[config.mk]
export PLATFORM = sky130hd
export DESIGN_NAME = window_rank_filter_3x3_flat
export DESIGN_NICKNAME = d
export VERILOG_FILES = /design/src/rtl/wrf_pkg.sv /design/src/rtl/wrf_ifs.sv /design/src/rtl/window_rank_filter_3x3.sv /design/src/flat_wrapper.sv
export SDC_FILE = /design/constraint.sdc
export NUM_CORES = 1
export LEC_CHECK = 0
export ABC_AREA = 1
export BUFFER_PORTS_ARGS = -buffer_cell sky130_fd_sc_hd__buf_2
export CAP_MARGIN = 20
export CORE_MARGIN = 2
export CORE_UTILIZATION = 40
export CTS_CLUSTER_SIZE = 25
export DETAILED_ROUTE_END_ITERATION = 8
export SLEW_MARGIN = 15
export SYNTH_ARGS = -nofsm -noshare
export SYNTH_HDL_FRONTEND = slang
export SYNTH_SLANG_ARGS = --single-unit
[constraint.sdc]
create_clock -name clk -period 31.7 [get_ports clk]
set_clock_uncertainty 0.1 [all_clocks]
set_input_delay 1.585 -clock clk [delete_from_list [all_inputs] [get_ports clk]]
set_output_delay 1.585 -clock clk [all_outputs]
set_load 0.05 [all_outputs]
[src/rtl/wrf_pkg.sv]
package wrf_pkg;

  localparam int unsigned PIX_W     = 8;
  localparam int unsigned WIN_SIDE  = 3;
  localparam int unsigned WIN_COUNT = WIN_SIDE * WIN_SIDE;
  localparam int unsigned CENTRE_IDX = WIN_COUNT / 2;

  typedef logic [PIX_W-1:0] pixel_t;

  typedef enum logic [1:0] {
    MODE_MIN      = 2'd0,
    MODE_MAX      = 2'd1,
    MODE_MEDIAN   = 2'd2,
    MODE_ADAPTIVE = 2'd3
  } filter_mode_t;

endpackage

[src/rtl/wrf_ifs.sv]
// Window channel: one complete 3x3 window per word.
interface wrf_win_if;
  import wrf_pkg::*;

  logic   valid;
  logic   ready;
  pixel_t pix_top_left;
  pixel_t pix_top_mid;
  pixel_t pix_top_right;
  pixel_t pix_mid_left;
  pixel_t pix_centre;
  pixel_t pix_mid_right;
  pixel_t pix_bot_left;
  pixel_t pix_bot_mid;
  pixel_t pix_bot_right;

  modport source (
    output valid, pix_top_left, pix_top_mid, pix_top_right, pix_mid_left, pix_centre,
           pix_mid_right, pix_bot_left, pix_bot_mid, pix_bot_right,
    input  ready
  );

  modport sink (
    input  valid, pix_top_left, pix_top_mid, pix_top_right, pix_mid_left, pix_centre,
           pix_mid_right, pix_bot_left, pix_bot_mid, pix_bot_right,
    output ready
  );
endinterface

// Result channel: one filtered pixel per word.
interface wrf_pix_if;
  import wrf_pkg::*;

  logic   valid;
  logic   ready;
  pixel_t out_pixel;

  modport source (output valid, out_pixel, input ready);
  modport sink (input valid, out_pixel, output ready);
endinterface

// Mode register write channel.
interface wrf_cfg_if;
  import wrf_pkg::*;

  logic         valid;
  logic         ready;
  filter_mode_t filter_mode;

  modport source (output valid, filter_mode, input ready);
  modport sink (input valid, filter_mode, output ready);
endinterface

[src/rtl/window_rank_filter_3x3.sv]
// Data path: an accepted window is held in the input register, then moves on to the result
// register, from which it is offered as a result; a stall at the output can hold it there.
// Throughput: one window per cycle while results are taken; a result left waiting at
// the output register lets the input register take one more word, then input stalls.
// Reset (synchronous, rst_n low) empties both stages and sets the mode to median.
module window_rank_filter_3x3 (
  input logic        clk,
  input logic        rst_n,
  wrf_win_if.sink    in_win,
  wrf_pix_if.source  out_pix,
  wrf_cfg_if.sink    cfg_mode
);
  import wrf_pkg::*;

  function automatic pixel_t min2(input pixel_t a, input pixel_t b);
    return (a < b) ? a : b;
  endfunction

  function automatic pixel_t max2(input pixel_t a, input pixel_t b);
    return (a > b) ? a : b;
  endfunction

  function automatic pixel_t med3(input pixel_t a, input pixel_t b, input pixel_t c);
    return max2(min2(a, b), min2(max2(a, b), c));
  endfunction

  filter_mode_t mode_r;

  logic   s1_valid_r;
  pixel_t win_r [WIN_COUNT];
  logic   out_valid_r;
  pixel_t out_pixel_r;

  logic   s1_adv;
  logic   in_accept;
  pixel_t row_lo  [WIN_SIDE];
  pixel_t row_mid [WIN_SIDE];
  pixel_t row_hi  [WIN_SIDE];
  pixel_t win_min;
  pixel_t win_max;
  pixel_t win_med;
  pixel_t centre;
  pixel_t out_pixel_nxt;

  // Stage one moves forward whenever the result register is empty or being drained.
  assign s1_adv    = !out_valid_r || out_pix.ready;
  assign in_win.ready = !s1_valid_r || s1_adv;
  assign in_accept = in_win.valid && in_win.ready;

  assign cfg_mode.ready = 1'b1;

  always_ff @(posedge clk) begin
    if (!rst_n) begin
      mode_r <= MODE_MEDIAN;
    end else if (cfg_mode.valid) begin
      mode_r <= cfg_mode.filter_mode;
    end
  end

  always_ff @(posedge clk) begin
    if (!rst_n) begin
      s1_valid_r <= 1'b0;
    end else if (in_win.ready) begin
      s1_valid_r <= in_win.valid;
    end
  end

  always_ff @(posedge clk) begin
    if (in_accept) begin
      win_r[0] <= in_win.pix_top_left;
      win_r[1] <= in_win.pix_top_mid;
      win_r[2] <= in_win.pix_top_right;
      win_r[3] <= in_win.pix_mid_left;
      win_r[4] <= in_win.pix_centre;
      win_r[5] <= in_win.pix_mid_right;
      win_r[6] <= in_win.pix_bot_left;
      win_r[7] <= in_win.pix_bot_mid;
      win_r[8] <= in_win.pix_bot_right;
    end
  end

  // Sort each row, then the median of the window is the median of the largest row
  // minimum, the middle row median and the smallest row maximum.
  always_comb begin
    for (int r = 0; r < WIN_SIDE; r++) begin
      row_lo[r]  = min2(min2(win_r[WIN_SIDE*r], win_r[WIN_SIDE*r+1]), win_r[WIN_SIDE*r+2]);
      row_hi[r]  = max2(max2(win_r[WIN_SIDE*r], win_r[WIN_SIDE*r+1]), win_r[WIN_SIDE*r+2]);
      row_mid[r] = med3(win_r[WIN_SIDE*r], win_r[WIN_SIDE*r+1], win_r[WIN_SIDE*r+2]);
    end
    win_min = min2(min2(row_lo[0], row_lo[1]), row_lo[2]);
    win_max = max2(max2(row_hi[0], row_hi[1]), row_hi[2]);
    win_med = med3(max2(max2(row_lo[0], row_lo[1]), row_lo[2]),
                   med3(row_mid[0], row_mid[1], row_mid[2]),
                   min2(min2(row_hi[0], row_hi[1]), row_hi[2]));
    centre  = win_r[CENTRE_IDX];
  end

  always_comb begin
    case (mode_r)
      MODE_MIN:    out_pixel_nxt = win_min;
      MODE_MAX:    out_pixel_nxt = win_max;
      MODE_MEDIAN: out_pixel_nxt = win_med;
      default: begin
        // The centre passes through only if neither it nor the median is an extreme.
        if ((win_min < win_med) && (win_med < win_max) &&
            (win_min < centre) && (centre < win_max)) begin
          out_pixel_nxt = centre;
        end else begin
          out_pixel_nxt = win_med;
        end
      end
    endcase
  end

  always_ff @(posedge clk) begin
    if (!rst_n) begin
      out_valid_r <= 1'b0;
    end else if (s1_adv) begin
      out_valid_r <= s1_valid_r;
    end
  end

  always_ff @(posedge clk) begin
    if (s1_adv && s1_valid_r) begin
      out_pixel_r <= out_pixel_nxt;
    end
  end

  assign out_pix.valid     = out_valid_r;
  assign out_pix.out_pixel = out_pixel_r;

`ifndef SYNTHESIS
  a_mode_reset: assert property (@(posedge clk) !rst_n |=> mode_r == MODE_MEDIAN)
    else $error("mode register not set to median by reset");

  a_result_in_range: assert property (@(posedge clk) disable iff (!rst_n)
    s1_valid_r |-> (out_pixel_nxt >= win_min) && (out_pixel_nxt <= win_max))
    else $error("filtered pixel outside the window range");

  a_median_bounds: assert property (@(posedge clk) disable iff (!rst_n)
    s1_valid_r |-> (win_med >= win_min) && (win_med <= win_max))
    else $error("median outside the window range");

  a_accept_fills: assert property (@(posedge clk) disable iff (!rst_n)
    in_win.valid && in_win.ready |=> s1_valid_r)
    else $error("accepted word did not reach the input register");

  a_full_stall: assert property (@(posedge clk) disable iff (!rst_n)
    s1_valid_r && out_valid_r && !out_pix.ready |-> !in_win.ready)
    else $error("input taken while both stages are full and stalled");
`endif

endmodule
[src/flat_wrapper.sv]
// flat-port wrapper written by rule: the top's interface ports become plain ports
module window_rank_filter_3x3_flat import wrf_pkg::*;
  (clk, rst_n, in_win_valid, in_win_pix_top_left, in_win_pix_top_mid, in_win_pix_top_right, in_win_pix_mid_left, in_win_pix_centre, in_win_pix_mid_right, in_win_pix_bot_left, in_win_pix_bot_mid, in_win_pix_bot_right, in_win_ready, out_pix_valid, out_pix_out_pixel, out_pix_ready, cfg_mode_valid, cfg_mode_filter_mode, cfg_mode_ready);
  wrf_win_if in_win_i ();
  wrf_pix_if out_pix_i ();
  wrf_cfg_if cfg_mode_i ();
  input logic clk;
  input logic rst_n;
  input wire logic [$bits(in_win_i.valid)-1:0] in_win_valid;
  input wire logic [$bits(in_win_i.pix_top_left)-1:0] in_win_pix_top_left;
  input wire logic [$bits(in_win_i.pix_top_mid)-1:0] in_win_pix_top_mid;
  input wire logic [$bits(in_win_i.pix_top_right)-1:0] in_win_pix_top_right;
  input wire logic [$bits(in_win_i.pix_mid_left)-1:0] in_win_pix_mid_left;
  input wire logic [$bits(in_win_i.pix_centre)-1:0] in_win_pix_centre;
  input wire logic [$bits(in_win_i.pix_mid_right)-1:0] in_win_pix_mid_right;
  input wire logic [$bits(in_win_i.pix_bot_left)-1:0] in_win_pix_bot_left;
  input wire logic [$bits(in_win_i.pix_bot_mid)-1:0] in_win_pix_bot_mid;
  input wire logic [$bits(in_win_i.pix_bot_right)-1:0] in_win_pix_bot_right;
  output wire logic [$bits(in_win_i.ready)-1:0] in_win_ready;
  output wire logic [$bits(out_pix_i.valid)-1:0] out_pix_valid;
  output wire logic [$bits(out_pix_i.out_pixel)-1:0] out_pix_out_pixel;
  input wire logic [$bits(out_pix_i.ready)-1:0] out_pix_ready;
  input wire logic [$bits(cfg_mode_i.valid)-1:0] cfg_mode_valid;
  input wire logic [$bits(cfg_mode_i.filter_mode)-1:0] cfg_mode_filter_mode;
  output wire logic [$bits(cfg_mode_i.ready)-1:0] cfg_mode_ready;
  assign in_win_i.valid = in_win_valid;
  assign in_win_i.pix_top_left = in_win_pix_top_left;
  assign in_win_i.pix_top_mid = in_win_pix_top_mid;
  assign in_win_i.pix_top_right = in_win_pix_top_right;
  assign in_win_i.pix_mid_left = in_win_pix_mid_left;
  assign in_win_i.pix_centre = in_win_pix_centre;
  assign in_win_i.pix_mid_right = in_win_pix_mid_right;
  assign in_win_i.pix_bot_left = in_win_pix_bot_left;
  assign in_win_i.pix_bot_mid = in_win_pix_bot_mid;
  assign in_win_i.pix_bot_right = in_win_pix_bot_right;
  assign in_win_ready = in_win_i.ready;
  assign out_pix_valid = out_pix_i.valid;
  assign out_pix_out_pixel = out_pix_i.out_pixel;
  assign out_pix_i.ready = out_pix_ready;
  assign cfg_mode_i.valid = cfg_mode_valid;
  assign cfg_mode_i.filter_mode = cfg_mode_filter_mode;
  assign cfg_mode_ready = cfg_mode_i.ready;
  window_rank_filter_3x3 u_core (.clk(clk), .rst_n(rst_n), .in_win(in_win_i), .out_pix(out_pix_i), .cfg_mode(cfg_mode_i));
endmodule
# ---- Word-level counts from Yosys, hierarchy flattened
# Memories as Yosys holds them, arrays and structs flattened.
# Cells that the tools add are included.
dict set report totals {
  reg_bits 12
  ram_bits 72
  inputBits 79
  out_inout_bits 11
  elab_cells 93
  memories 1
}
# memory words width rd rd_clocked_by_memory_dff write_ports line
set mem_list {}
lappend mem_list {u_core.win_r 9 8 9 0 9 window_rank_filter_3x3.sv:30} ;# pixel_t win_r [WIN_COUNT];
dict set report classes {
  order_cmp 38
  n_eq_ne 2
  muxes 38
  n_reduce_logical 10
}
# cell count
set ops {}
lappend ops {{$mux W8} 35}
lappend ops {{$lt A8 B8 Y1} 21}
lappend ops {{$gt A8 B8 Y1} 17}
lappend ops {{$pmux W8 S3} 1}
lappend ops {{$logic_and A1 B1 Y1} 5}
lappend ops {{$eq A2 B1 Y1 const B} 1}
lappend ops {{$eq A2 B2 Y1 const B} 1}
lappend ops {{$logic_not A1 Y1} 2}
lappend ops {{$logic_not A2 Y1} 1}
lappend ops {{$logic_or A1 B1 Y1} 2}
lappend ops {{$mux W1} 2}

# ---- Longest topological paths before layout
# Gate-level depths: netlist of run 1.
# An unclocked memory read counts as a cell.
dict set report depth {
  word_depth 25
  depth_mapped 120
  depth_no_buf 115
}

# ---- Worst setup path after synthesis of run 1
# OpenSTA, ideal clock, no wires.
dict set report synth_path {
  path_type {reg2reg}
  from {memory u_core.win_r[0][1] (netlist bit)}
  to {register u_core.out_pixel_r[1] (netlist: u_core.out_pix.out_pixel[1]) (data pin)}
  setup_time_ps 254
  arrival_ps 13851
  t_required_ps 31346
  setup_slack_ps 17495
  stages_incl_launch_ff 87
  n_path_buf 9
  synth_period_minus_slack_ps 14205
  path_cell_list {edfxtp_1 -> ha_1 -> a21oi_1 -> o21ai_1 -> nand2_1 -> o211ai_2 -> o21ai_2 -> clkbuf_1 -> nand2_1 -> o21ai_0 -> ha_1 -> a21oi_1 -> nor2_1 -> a211oi_1 -> nand2_1 -> clkbuf_1 -> nand2_1 -> o21ai_0 -> [51 not listed] -> a211oi_1 -> nand2_4 -> nand2_4 -> buf_2 -> nand2_1 -> o21ai_1 -> inv_1 -> ha_1 -> nand2_1 -> nand2_1 -> a21oi_1 -> nand3_1 -> nor3_1 -> nand4_1 -> nor2_1 -> nand4_1 -> nand3_1 -> nand2_1}
}
# item line
set synth_rtl {}
lappend synth_rtl {{start: declaration} window_rank_filter_3x3.sv:30}
lappend synth_rtl {{end signal: assignment} window_rank_filter_3x3.sv:125} ;# out_pixel_r <= out_pixel_nxt;
lappend synth_rtl {{end: declaration} window_rank_filter_3x3.sv:32} ;# pixel_t out_pixel_r;

==> results of run 1 <==
[worst max-delay path: cells and delay by family (launching register included)]
kind | cells | cell delay [ps]
AOI/OAI and AO/OA | 27 | 7740
adders and majority gates | 10 | 3180
buffers and inverters | 4 | 360
DFF | 1 | 380
and+or+nand+nor | 32 | 4040
[kinds of logic (layout without fill, tap and decap cells)]
group,count (synthesis),after routing,synth area share (%)
adders and majority gates,202,202,23.4
DFF,84,84,23.0
buffers and inverters,229,303,8.04
other,1,1,0.0348
AOI/OAI and AO/OA,410,410,20.4
and+or+nand+nor,638,638,25.1
[per-layer routing]
metal / GRT usage [%] / vias up
met3: 2.82 / 34
met4: 6.26 / 0
met1: 30.6 / 4793
met2: 37.0 / 304
met5: 0 / -
li1: - / 5490
[worst paths after layout]
kind / slack, ps / cells past startpoint / from / endpoint
hold / removal: 390 / 2 / u_core.s1_valid_r / u_core.out_pix.valid
setup / recovery: 15630 / 73 / u_core.win_r[0][15] / u_core.out_pix.out_pixel[1]
hold reg to reg: 390 / 2 / u_core.s1_valid_r / u_core.out_pix.valid
setup reg to reg: 15630 / 73 / u_core.win_r[0][15] / u_core.out_pix.out_pixel[1]
[metrics by stage]
step                utilization, %  setup WS, ps  std cells  hold WS [ps]  instance area, sq um
global placement              43.2         16150       1963           357                 11500
finish                        44.3         15630       1979           387                 11900
floorplan                        -         17490       1564           350                 10800
CTS                           44.3         15790       1979           390                 11800
global route                  44.3         13930       1979           433                 11900
detailed placement            43.2         15840       1963           381                 11500
[cell usage in the layout (no fill, tap or decap), types with 19 or more instances in the layout]
cell type                  count
sky130_fd_sc_hd__nand2_1     442
sky130_fd_sc_hd__inv_1       180
sky130_fd_sc_hd__nand2_2      19
sky130_fd_sc_hd__edfxtp_1     80
sky130_fd_sc_hd__nor2_1       66
sky130_fd_sc_hd__nand4_1      21
sky130_fd_sc_hd__o21ai_0     249
sky130_fd_sc_hd__nand3_1      64
sky130_fd_sc_hd__a21oi_1      95
sky130_fd_sc_hd__buf_2        88
sky130_fd_sc_hd__ha_1        202
[synth_stat cells, types with 4 or more instances]
| cell | count |
|---|---|
| sky130_fd_sc_hd__nand2_2 | 19 |
| sky130_fd_sc_hd__nand2_1 | 442 |
| sky130_fd_sc_hd__o22ai_1 | 4 |
| sky130_fd_sc_hd__ha_1 | 202 |
| sky130_fd_sc_hd__edfxtp_1 | 80 |
| sky130_fd_sc_hd__clkinv_1 | 5 |
| sky130_fd_sc_hd__o21bai_1 | 5 |
| sky130_fd_sc_hd__inv_2 | 8 |
| sky130_fd_sc_hd__inv_1 | 181 |
| sky130_fd_sc_hd__nand3_1 | 64 |
| sky130_fd_sc_hd__a21oi_1 | 96 |
| sky130_fd_sc_hd__o21ai_0 | 249 |
| sky130_fd_sc_hd__o221ai_1 | 4 |
| sky130_fd_sc_hd__o21ai_1 | 16 |
| sky130_fd_sc_hd__nor2_1 | 66 |
| sky130_fd_sc_hd__nand3b_1 | 5 |
| sky130_fd_sc_hd__nand2_4 | 8 |
| sky130_fd_sc_hd__nand4_1 | 21 |
| sky130_fd_sc_hd__o211ai_1 | 7 |
| sky130_fd_sc_hd__dfxtp_1 | 4 |
| sky130_fd_sc_hd__clkbuf_1 | 30 |
| sky130_fd_sc_hd__a211oi_1 | 15 |
[sequential cells by signal, summed over array words and instances, names as in the netlist]
name / count
u_core.out_pix.valid: 1
u_core.s1_valid_r: 1
u_core.win_r: 72
u_core.mode_r: 2
u_core.out_pix.out_pixel: 8
[final cells by class]
| class | count | area (sq um) |
|---|---|---|
| Clock buffer | 9 | 225 |
| Clock inverter | 7 | 73.8 |
| Fill cell | 2755 | 14900 |
| Inverter | 194 | 728 |
| Multi-Input combinational cell | 1251 | 7440 |
| Sequential cell | 84 | 2480 |
| Tap cell | 341 | 427 |
| Timing Repair Buffer | 93 | 478 |
==> impl_summary.md, run 1 <==
Finish
In the final design database the tool counted 1914 nets. The count of antenna diodes in the layout is 0. Cells with a size suffix above 1 make up 9.52% of the layout. Compared with the post-synthesis result, the final layout area differs by 9.91%.

Clock tree
The maximum clock path buffer count is 2. The number of clock buffers added by TritonCTS is 9. The clock drives 84 sinks. The post-CTS clock slew at the launch and capture registers of the worst setup and hold paths is 70 ps.

The number of setup buffers added after CTS is 0. The tree is rooted in a sky130_fd_sc_hd__clkbuf_16. The number of H-tree levels is 3.

TritonCTS built the clock tree. For this design, the CTS-stage hold fixing added 0 buffers. The worst-skew pair later-pin latency is 350 ps.

The number of cells upsized or downsized after cts is 0.

Synth
The cell area that synthesis handed to floorplanning was 10800 sq um. The per-instance average area after synthesis is 6.89 sq um. The count of mapped cells out of synthesis is 1564. In this run the biggest area consumer among cell types represents 23.4% of the synthesized area. The sequential area share after synthesis is 23.0%.

The number of distinct library cells after synthesis is 43. After synthesis the netlist holds a flip-flop and latch count of 84. The total nets after synthesis is 1845. The most area-hungry cell type in the Yosys netlist is sky130_fd_sc_hd__ha_1. The leading register cell type out of synthesis is sky130_fd_sc_hd__edfxtp_1.

For this run, the number of Yosys warnings is 0. The number of enable-type register cells in the synthesized netlist is 80. The async set or reset register ratio after synthesis is 0%. In the post-synthesis netlist, the biggest area contributors are sky130_fd_sc_hd__ha_1 23%, sky130_fd_sc_hd__edfxtp_1 22%, sky130_fd_sc_hd__nand2_1 15%, sky130_fd_sc_hd__o21ai_0 12%, sky130_fd_sc_hd__inv_1 6.3%.

Detailed routing
The detailed-route vias per instance is 5.37. Summed over all nets, wire length on met2 after detailed routing comes to 14100 um. The detailed router used layers up to and including met4. The met3 wire length is 1810 um. For this run, the detailed router's first-pass iteration total came to 5. The first-iteration detailed-routing DRC count is 904. The sum of routed wire length over all layers is 31200 um. The number of nets with antenna violations after detailed routing is 0.

The routed length per placed instance is 15.8 um. For this run, design rule violations remaining after detail routing come to 0. The final route contains 10600 vias. The detailed-route wire length on metal 1 is 14600 um.

Floorplanning
The horizontal die dimension is 168 um. For this configuration, the core starts out at a cell density of 40.3%. The floorplan row count is 60. The die outline area is 28300 sq um. The floorplan step set the die height to 168 um. The area of the core is 26700 sq um. The number of I/O pins is 90.

Timing
Setup repair after global routing left no endpoint under its margin. The count of pins over their slew limit is 0. Based on the critical path, the design can be clocked at up to 0.0622 GHz. The final sum of negative setup slack is 0 ps.

The share of the clock period used by the worst path after layout is 50.7%. For the pin with the worst max-slew slack, the measured transition is 1050 ps. The clock period could shrink to 16070 ps. The count of endpoints failing hold in the final timing report is 0. Setup violations remaining at the end of the flow were counted as 0. Measured against its own limit, the worst slew margin works out to 28.9%.

Critical path
The critical path in this run is classified as register to register. The slowest stage of the critical path is the sky130_fd_sc_hd__a21oi_1 cell. The largest single stage delay on the critical path is 730 ps.

The maximum fanout count along the critical path is 17. For the worst setup path, the data required time is 31710 ps. The capturing element type of the critical path is a register. The data arrival time of the worst path is 16080 ps. The worst setup path is launched from a register. The cell that appears most often on the critical path is sky130_fd_sc_hd__ha_1.

Run status
The flow ran to the end, and the final reports show no timing, DRC or antenna violations.

Global route
The aggregate global-route resource usage is 22.3%. Summed over all layers, the global routing overflow is 0. The number of antenna violations at the first check in global routing is 0.

The first-pass GRT wire length is 50200 um. Entering global routing, the biggest net connects 73 pins. The via count of the first global-routing pass is 9569.

Flow run
The max capacitance violation total is 0.

Placement
The count of port buffers added during placement is 88. Once detailed placement completed, the half-perimeter wirelength came to 26000 um. Routability-driven placement finished with a final weighted congestion of 0.980.

Worst hold path
The worst min-delay path class is register to register.
Power of run 1 is left out: the tool's default activity adds up to more than one toggle a clock period on the data nets, which glitch-free logic cannot reach.
==> run 2: changes to the inputs <==
- ABC_AREA: 1 -> 0
- clock period: 31.7 -> 15.05 ns (I/O delays scaled with it)
==> run 2 against run 1 <==
- the flow now finishes with violations (negative setup slack)
- register-to-register slack worse by 18000 ps
- flip-flop and latch count unchanged
- final cell count increased by 22%
- sequential share of layout area shrank 7.1 points
- design area grew 51%
- global-route usage up 5.2 points
- fmax shrank 5.9%
- largest cell class unchanged
==> impl_summary.md, run 2 <==
Run status
The run finished, with violations left. The checks that failed: negative setup slack.

Clock tree
The tree is rooted in a sky130_fd_sc_hd__clkbuf_16. The CTS buffer count is 9 (unchanged). The number of H-tree levels is 3 (unchanged). The CTS sink count came to 84 (unchanged). The clock tree from TritonCTS is done. The maximum clock path buffer count is 2 (unchanged). The post-CTS clock slew at the launch and capture registers of the worst setup and hold paths is 60 ps (about the same). The worst-skew pair later-pin latency is 360 ps (about the same).

Synth
The biggest area contributor in the post-synthesis netlist is sky130_fd_sc_hd__ha_1. The mapped cell area is 11600 sq um (+7.8%). The leading register cell type out of synthesis is sky130_fd_sc_hd__edfxtp_1. The number of enable-type register cells in the synthesized netlist is 80 (unchanged). The total nets after synthesis was 1688 (-8.5%).

The number of warnings issued by yosys was 0 (unchanged). By area the synthesized netlist is led by sky130_fd_sc_hd__ha_1 22%, sky130_fd_sc_hd__edfxtp_1 21%, sky130_fd_sc_hd__mux2i_1 6.8%, sky130_fd_sc_hd__a21oi_1 6.4%, sky130_fd_sc_hd__inv_1 4.9%. The area share of the leading cell type in the synthesized netlist came to 21.7% (-1.7 points). The number of distinct library cells after synthesis is 84 (+95%). The per-instance average area after synthesis was 8.26 sq um (+20%).

The sequential area share after synthesis is 21.4% (-1.7 points). The cell with the most instances after synthesis is sky130_fd_sc_hd__ha_1. The async set or reset register ratio after synthesis is 0% (unchanged). The flop and latch count out of synthesis is 84 (unchanged). The count of mapped cells out of synthesis came to 1407 (-10%). By count the netlist is led by 202 x sky130_fd_sc_hd__ha_1, 152 x sky130_fd_sc_hd__inv_1, 148 x sky130_fd_sc_hd__a21oi_1.

Detailed routing
The met3 wire length was 2070 um (+14%). The final routed DRC violation total is 0 (unchanged). The detailed-route wire length on metal 1 is 20100 um (+37%). The detailed-route vias per instance is 5.45 (+1.6%).

The length of the first detailed-routing pass in iterations came to 5 (unchanged). The first-iteration detailed-routing DRC count is 944 (+4.4%). The sum of routed wire length over all layers is 43400 um (+39%). The top routing layer in use is met4. The number of nets with antenna violations after detailed routing is 0 (unchanged). The total met2 wirelength after detailed routing was 20100 um (+43%). The total via count in the routed design was 13100 (+24%). The routed length per placed instance is 18.0 um (+14%).

Timing
The highest clock frequency the design can meet is 0.0586 GHz (-5.9%). The max-slew headroom at the worst pin is 34.2% (+5.3 points). The final number of setup-violating endpoints is 8 (+8).

The measured slew at the worst slew-check pin is 987 ps (-68.0 ps). The share of the clock period used by the worst path after layout is 113% (+63 points). The final worst-path setup slack is -2030 ps (-17660 ps).

The final sum of negative setup slack was -15930 ps (-15930 ps). Setup repair after global routing could not meet its margin everywhere. The count of endpoints failing hold in the final timing report is 0 (unchanged). The count of pins over their slew limit is 0 (unchanged).

The minimum clock period was 17080 ps (+1010 ps).

Global route
The number of antenna violations at the first check in global routing was 2 (+2). The largest net degree at the start of global routing is 73 (unchanged). The first-pass GRT wire length came to 66400 um (+32%).

The via count of the first global-routing pass was 12900 (+35%). The aggregate global-route resource usage came to 27.6% (+5.2 points). The leftover overflow at the end of global routing is 0 (unchanged).

Finish
The share of cells above drive strength 1 is 43.3% (+34 points). The final-stage net count was 2299 (+20%). The most common cell after layout, fill and taps aside is sky130_fd_sc_hd__buf_4. The flip-flop count of the largest register after layout was 72 (unchanged). The synthesis-to-finish area growth is 54.2%. In the layout the commonest cells are 528 x sky130_fd_sc_hd__buf_4, 177 x sky130_fd_sc_hd__ha_1, 138 x sky130_fd_sc_hd__inv_1. The register with the most flip-flops is u_core.win_r. The total area of multi-input combinational cells is 9510 sq um (+28%).

The register area was 2480 sq um (unchanged). The count of placed standard cells in the final layout, fillers left out is 2408 (+22%). The final-layout fill cell count came to 2324 (-16%).

Critical path
The reg2reg setup slack is -2030 ps (-17660 ps). The setup path with the least slack is of type register to register. The cell depth of the worst flop-to-flop path is 104 (+42%). The worst endpoint required time is 15060 ps (-16650 ps). The data arrival time of the worst path is 17090 ps (+1010 ps). The peak per-stage delay on the critical path is 510 ps (-220 ps). The endpoint identified for the worst register-to-register timing path is u_core.out_pix.out_pixel[1]. The slowest cell on the critical path is sky130_fd_sc_hd__or4_4. The maximum fanout count along the critical path came to 8 (-9).

The worst register-to-register path begins at u_core.win_r[0][38]. The cell repeated most along the worst path is sky130_fd_sc_hd__buf_4. The capturing element type of the critical path is a register. The startpoint type of the worst setup path is a register.

Flow run
The max capacitance violation total is 0 (unchanged).

Worst hold path
The cell depth of the worst min-delay path came to 1 (-1). The worst hold path begins at u_core.s1_valid_r. The worst min-delay path class is register to register. The endpoint of the worst hold path is u_core.out_pix.valid.

Floorplanning
The die span in y is 174 um (+3.7%). The initial standard-cell utilization of the core is 40.6% (+0.26 points). The die outline area came to 30400 sq um (+7.6%). The floorplan row count came to 62 (+3.3%). The horizontal die dimension is 174 um (+3.7%). The area of the core is 28600 sq um (+7.1%). The number of I/O pins is 90 (unchanged).

Placement
The final weighted congestion in routability-driven placement is 0.915 (-6.6%). The placed wire-length estimate is 33200 um (+28%). The count of port buffers added during placement is 88 (unchanged). The cell total after placement came to 2247 (+14%).
[run 2: worst max-delay path: cells and delay by family (launching register included)]
kind / cells / cell delay (ps)
compound gates: 27 / 4430
fa+ha+maj: 7 / 1740
buf+inv: 43 / 5320
flops: 1 / 460
mux: 3 / 900
simple gates: 24 / 3860
[run 2: stage by stage]
step           cell area, sq um  worst slack, ps  utilization [%]  hold WS [ps]
2_1_floorplan             12000            -2060                -           377
5_1_grt                   17900            -2830             62.6           448
4_1_cts                   17200            -1540             60.2           426
3_5_place_dp              15700            -2300             55.0           411
6_report                  17900            -2030             62.6           420
3_3_place_gp              15700            -1940             55.0           386
[run 2: repair_timing]
item | in CTS | in global routing
buffers inserted | 110 | 30
gates resized for setup | 74 | 93
cloned | 5 | 1
pin swaps | 39 | 51
hold buffers | 0 | 0
endpoints found under the setup margin | 8 | 8
[run 2: metal layers]
metal  global-route usage (%)  vias to the layer above
li1                         -                     6441
met1                     37.7                     6215
met2                     45.7                      394
met3                     2.76                       84
met4                     8.79                        0
met5                        0                        -
[run 2: how the worst max path moves through the flow]
stage	cells after the start	startpoint	endpoint	slack (ps)
2_1_floorplan	94	u_core.win_r[0][33]	u_core.out_pix.out_pixel[6]	-2060
3_3_place_gp	89	u_core.win_r[0][9]	u_core.out_pix.out_pixel[7]	-1940
3_5_place_dp	86	u_core.win_r[0][7]	u_core.out_pix.out_pixel[5]	-2300
4_1_cts	92	u_core.win_r[0][33]	u_core.out_pix.out_pixel[1]	-1540
5_1_grt	98	u_core.win_r[0][9]	u_core.out_pix.out_pixel[4]	-2830
6_report	104	u_core.win_r[0][38]	u_core.out_pix.out_pixel[1]	-2030
[run 2: cells by family after synthesis]
kind of cell             Yosys count  synth area share, %
multiplexers                     111                 9.97
other                              1               0.0323
AND/OR/NAND/NOR                  379                 15.8
flip-flops                        84                 21.4
buffers and inverters            181                 6.05
AO/OA/AOI/OAI                    449                 25.1
adder cells (fa/ha/maj)          202                 21.7
[run 2: layout make-up]
type | count | area share [%]
inverters | 152 | 3.18
well taps | 384 | 2.68
clock inverters | 6 | 0.349
diodes | 1 | 0.0140
multi-input cells | 1145 | 53.1
repair buffers | 626 | 25.6
flip-flops and latches | 84 | 13.9
clock buffers | 10 | 1.28
Power of run 2 is left out for the same reason.
